## config.mk

```make
export PLATFORM = sky130hd
export DESIGN_NAME = tli_div
export DESIGN_NICKNAME = d
export VERILOG_FILES = /design/src/hdl/tli_pkg.sv /design/src/hdl/tli_div.sv
export SDC_FILE = /design/constraint.sdc
export NUM_CORES = 1
export LEC_CHECK = 0
export BUFFER_PORTS_ARGS = -buffer_cell sky130_fd_sc_hd__buf_4
export CORE_MARGIN = 4
export CORE_UTILIZATION = 45
export DETAILED_ROUTE_END_ITERATION = 7
export GPL_ROUTABILITY_DRIVEN = 0
export PLACE_DENSITY = 0.78
export REMOVE_ABC_BUFFERS = 1
export SLEW_MARGIN = 20
export SYNTH_ARGS = -nofsm -noshare
export SYNTH_HDL_FRONTEND = slang
export SYNTH_SLANG_ARGS = --single-unit
export TNS_END_PERCENT = 100
```

## constraint.sdc

```tcl
create_clock -name clk -period 3.4 [get_ports clk]
set_input_delay 0.17 -clock clk [delete_from_list [all_inputs] [get_ports clk]]
set_output_delay 0.17 -clock clk [all_outputs]
set_load 0.02 [all_outputs]
```

## src/hdl/tli_pkg.sv

```systemverilog
package tli_pkg;

	localparam int TABLE_ROWS    = 64;
	localparam int VALUE_COLUMNS = 5;

	localparam int ROW_W    = $clog2(TABLE_ROWS);
	localparam int KEY_W    = 32;
	localparam int VAL_W    = 32;
	localparam int COL_W    = 3;
	localparam int CFG_W    = 7;
	localparam int ROWV_W   = VALUE_COLUMNS * VAL_W;
	localparam int PROD_W   = 2 * KEY_W;
	localparam int STEP_W   = $clog2(PROD_W);
	localparam int S_DATA_W = 240;
	localparam int M_DATA_W = 32;

	// s_tdata field offsets
	localparam int OFS_ROW_INDEX = 0;
	localparam int OFS_ROW_KEY   = OFS_ROW_INDEX + ROW_W;
	localparam int OFS_VALUES    = OFS_ROW_KEY + KEY_W;
	localparam int OFS_QUERY_KEY = OFS_VALUES + 5 * VAL_W;
	localparam int OFS_COLUMN    = OFS_QUERY_KEY + KEY_W;

	localparam logic ACTION_LOAD  = 1'b0;
	localparam logic ACTION_QUERY = 1'b1;

	typedef enum logic [3:0] {
		ST_IDLE,
		ST_CHK_LO,
		ST_CHK_HI,
		ST_SCAN,
		ST_DIRECT,
		ST_Y0,
		ST_Y1,
		ST_MUL,
		ST_DIV_GO,
		ST_DIV,
		ST_DONE
	} state_t;

	function automatic logic [VAL_W-1:0] col_pick(logic [ROWV_W-1:0] row, logic [COL_W-1:0] col);
		logic [VAL_W-1:0] v;
		v = row[col*VAL_W +: VAL_W];
		return v;
	endfunction

endpackage

```

## src/hdl/tli_div.sv

```systemverilog
module tli_div (
	input  logic                       clk,
	input  logic                       arst_n,
	input  logic                       start,
	input  logic [tli_pkg::PROD_W-1:0] dividend,
	input  logic [tli_pkg::KEY_W-1:0]  divisor,
	output logic                       done,
	output logic [tli_pkg::PROD_W-1:0] quotient
);
	import tli_pkg::*;

	logic                busy_q;
	logic                done_q;
	logic [STEP_W-1:0]   cnt_q;
	logic [KEY_W-1:0]    rem_q;
	logic [KEY_W-1:0]    d_q;
	logic [PROD_W-1:0]   quo_q;
	logic [KEY_W:0]      sh;
	logic                fits;

	// one restoring step per cycle
	assign sh   = {rem_q, quo_q[PROD_W-1]};
	assign fits = sh >= {1'b0, d_q};

	always_ff @(posedge clk or negedge arst_n) begin
		if (!arst_n) begin
			busy_q <= 1'b0;
			done_q <= 1'b0;
			cnt_q  <= '0;
		end else begin
			done_q <= 1'b0;
			if (start) begin
				busy_q <= 1'b1;
				cnt_q  <= STEP_W'(PROD_W - 1);
			end else if (busy_q) begin
				cnt_q <= cnt_q - 1'b1;
				if (cnt_q == '0) begin
					busy_q <= 1'b0;
					done_q <= 1'b1;
				end
			end
		end
	end

	always_ff @(posedge clk) begin
		if (start) begin
			rem_q <= '0;
			d_q   <= divisor;
			quo_q <= dividend;
		end else if (busy_q) begin
			rem_q <= fits ? KEY_W'(sh - {1'b0, d_q}) : sh[KEY_W-1:0];
			quo_q <= {quo_q[PROD_W-2:0], fits};
		end
	end

	assign done     = done_q;
	assign quotient = quo_q;

endmodule

```

==> flow_summary.ini <==
[outcome]
run_status = finished, final reports clean

[timing]
fin_skew_ns = 0.0112
hold_viol = 0
holdWs_ns = 0.0442
drv_slew = 0
setup_violations = 0
period_share_pct = 90.2
postLayoutSetupSlackWorst_ns = 0.333
fin_tns_setup_ns = 0
rsz0062_at_grt = false
min_period_ns = 3.07
fmax_ghz = 0.326
worst_pin_slew_ns = 0.838
slew_headroom_pct = 44.1

[critical_path]
cp_slowest_stage_delay_ns = 0.40
path_max_fanout = 15
cp-start-kind = flop
startpoint = d_q[20]
regToRegStartpoint = d_q[20]
path_class = reg -> reg
critical_path_arrival_ns = 3.39
slowest_stage = ha_1
cp_cell_sequence = inv_1 -> ha_1 -> and3_1 -> nand4_1 -> nor2_2 -> o2111ai_4 -> a21bo_1 -> nand2_2 -> buf_4 -> nand3_1 -> a311oi_1
timing.rr.end = rem_q[17]
critPathCaptureType = flop
ff2ff_path_depth = 11
worst-endpoint-required_ns = 3.72
crit_path_end = rem_q[17]
rrSetupSlack_ns = 0.33

[global_routing]
grt_pass1_vias = 6107
antenna_found_initial = 0
grt.total_usage_pct = 21.3
grt_pass1_wl_um = 30900
gr-total-overflow = 0
grt_max_degree = 65

[placed_design]
place_hpwl_um = 13900
port_buffers = 163
pre_cts_ws_ns = 0.364

[logic_synthesis]
postSynthAreaPerCell_um2 = 11.1
ys_top_cells_by_count = edfxtp_1 (96), mux2_2 (64), nand2_1 (62)
syn_area_um2 = 7430
yosys.area.top_type = edfxtp_1
ys_types = 71
synth_most_common_cell = edfxtp_1
synthTopCellsByArea = edfxtp_1 (39%), mux2_2 (9.7%), dfxtp_1 (8.6%)
synthFlopType = edfxtp_1
netlist.area_leader.share_pct = 38.8
synth-seq-cells = 136
yosysWarnings = 0
ys_seq_area_share_pct = 50.1
synth_edf_count = 96
synthArstFlopShare_pct = 5.88
syn-instance-count = 669

[route]
routed_wl_um = 19200
wl_per_cell_um = 17.6
avgViaCountPerCell = 5.44
drtPass1Iterations = 7
drc = 0
vias = 5947
drt_iter0_markers = 488
drtAntennaViolNets = 0

[clock_network]
clk_path_buf_depth = 2
cts_tree = done
clk_latency_ns = 0.42
cts_root_buf = clkbuf_16
cts_buffers = 17
cts_htree_levels = 4
clock-sinks = 136
path_clk_slew_ns = 0.07
post_cts_buffers = 0

[die]
die_h_um = 136
ios = 164
initial_utilization_pct = 46.3
core_um2 = 16100
fp-row-count = 46
die-area_um2 = 18600
die_x_um = 136

[power]
leakage_nw = 4.15
p_switching_mw = 2.38
power.share.switching_pct = 35.6
ir_drop_uv = 452
pwr-share-comb_pct = 37.0
p_clk_share_pct = 28.9
power.internal_mw = 4.31
seq_power_share_pct = 34.1
total_power_mw = 6.69
p_per_area_nw_per_um2 = 683

[finish]
drive_gt1_share_pct = 32.6
diodes = 0
final_util_pct = 61.0
final_nets = 998
area_delta_synth_final_pct = 31.8

[job]
max_cap_viol_count = 0

[worst_hold_path]
min_path_type = in -> reg
## power groups by stage
stage          Combinational (mW)  Sequential [mW]  Clock (mW)
2_1_floorplan                1.60             2.36           0
3_3_place_gp                 2.39             2.30           0
3_5_place_dp                 2.42             2.31           0
4_1_cts                      2.47             2.28        1.98
5_1_grt                      2.74             2.32        2.05
6_report                     2.48             2.28        1.94
## layout by cell type (no fill, tap or decap), types with 5 or more instances in the layout
cell type and count:
a211oi_1 9, a21o_1 11, a21oi_1 28, a311oi_1 19, buf_4 173, clkbuf_16 17, dfrtp_1 8, dfxtp_1 32
dlygate4sd3_1 33, edfxtp_1 96, ha_1 34, inv_1 43, mux2_2 64, nand2_1 62, nand2b_1 8, nand3_1 20
nand4_1 7, nor2_1 46, nor2b_1 5, nor3_1 9, nor4_1 6, o211ai_1 6, o21a_1 9, o21ai_0 22
o21bai_1 6, or3_1 10, xnor2_1 9, xor2_1 10
## logic make-up (layout without fill, tap and decap cells)
| family | after synthesis | after routing | synth area share [%] |
|---|---|---|---|
| fa+ha+maj | 35 | 35 | 6.00 |
| xor+xnor | 19 | 19 | 2.24 |
| mux | 66 | 66 | 9.97 |
| flops | 136 | 136 | 50.1 |
| buf+inv | 74 | 282 | 4.28 |
| compound gates | 151 | 151 | 15.3 |
| simple gates | 188 | 188 | 12.1 |
## how the worst min path moves through the flow
stage / start / to / slack (ns) / cells after the start
final: dividend[27] / quotient[27] / 0.04 / 2
after global routing: dividend[29] / quotient[29] / 0.02 / 2
after CTS: dividend[24] / quotient[24] / 0.03 / 2
after detailed placement: arst_n / cnt_q[4] / -0.006 / 1
after global placement: arst_n / cnt_q[4] / -0.005 / 1
after floorplan: arst_n / busy_q / -0.13 / 0
## state kept, by name, summed over array words and instances, names as in the netlist
| signal | flops |
|---|---|
| busy_q | 1 |
| cnt_q | 6 |
| d_q | 32 |
| done | 1 |
| quotient | 64 |
| rem_q | 32 |
## stage by stage
step	instances	instance area, um2
2_1_floorplan	639	7280
3_3_place_gp	1028	8850
3_5_place_dp	1028	8850
4_1_cts	1093	9790
5_1_grt	1093	9790
6_report	1093	9790
## final cells by class
class | instances | area [um2]
fillers | 1325 | 6260
clock buffers | 17 | 425
flip-flops and latches | 136 | 3720
inverters | 44 | 165
multi-input cells | 459 | 3390
repair buffers | 206 | 1630
well taps | 216 | 270
clock inverters | 15 | 191
## critical path, delay by kind of cell, from the launching register on
kind / cells / cell delay (ns)
flip-flops: 1 / 0.32
AND/OR/NAND/NOR: 5 / 1.08
adder cells (fa/ha/maj): 1 / 0.40
AO/OA/AOI/OAI: 3 / 0.83
buffers and inverters: 2 / 0.34
## what timing repair did
action,in CTS,in global routing
hold buffers,33,0
gates resized for setup,0,0
setup endpoints to repair,0,0
hold endpoints to repair,40,0
## per-layer routing
layer / wire [um] / track usage, % / vias up
met5: 0 / 0 / -
met4: 251 / 6.38 / 0
met3: 1760 / 8.90 / 18
met2: 9410 / 34.7 / 234
met1: 7790 / 25.9 / 2812
li1: - / - / 2883
Power figures use the tool's default switching activity.
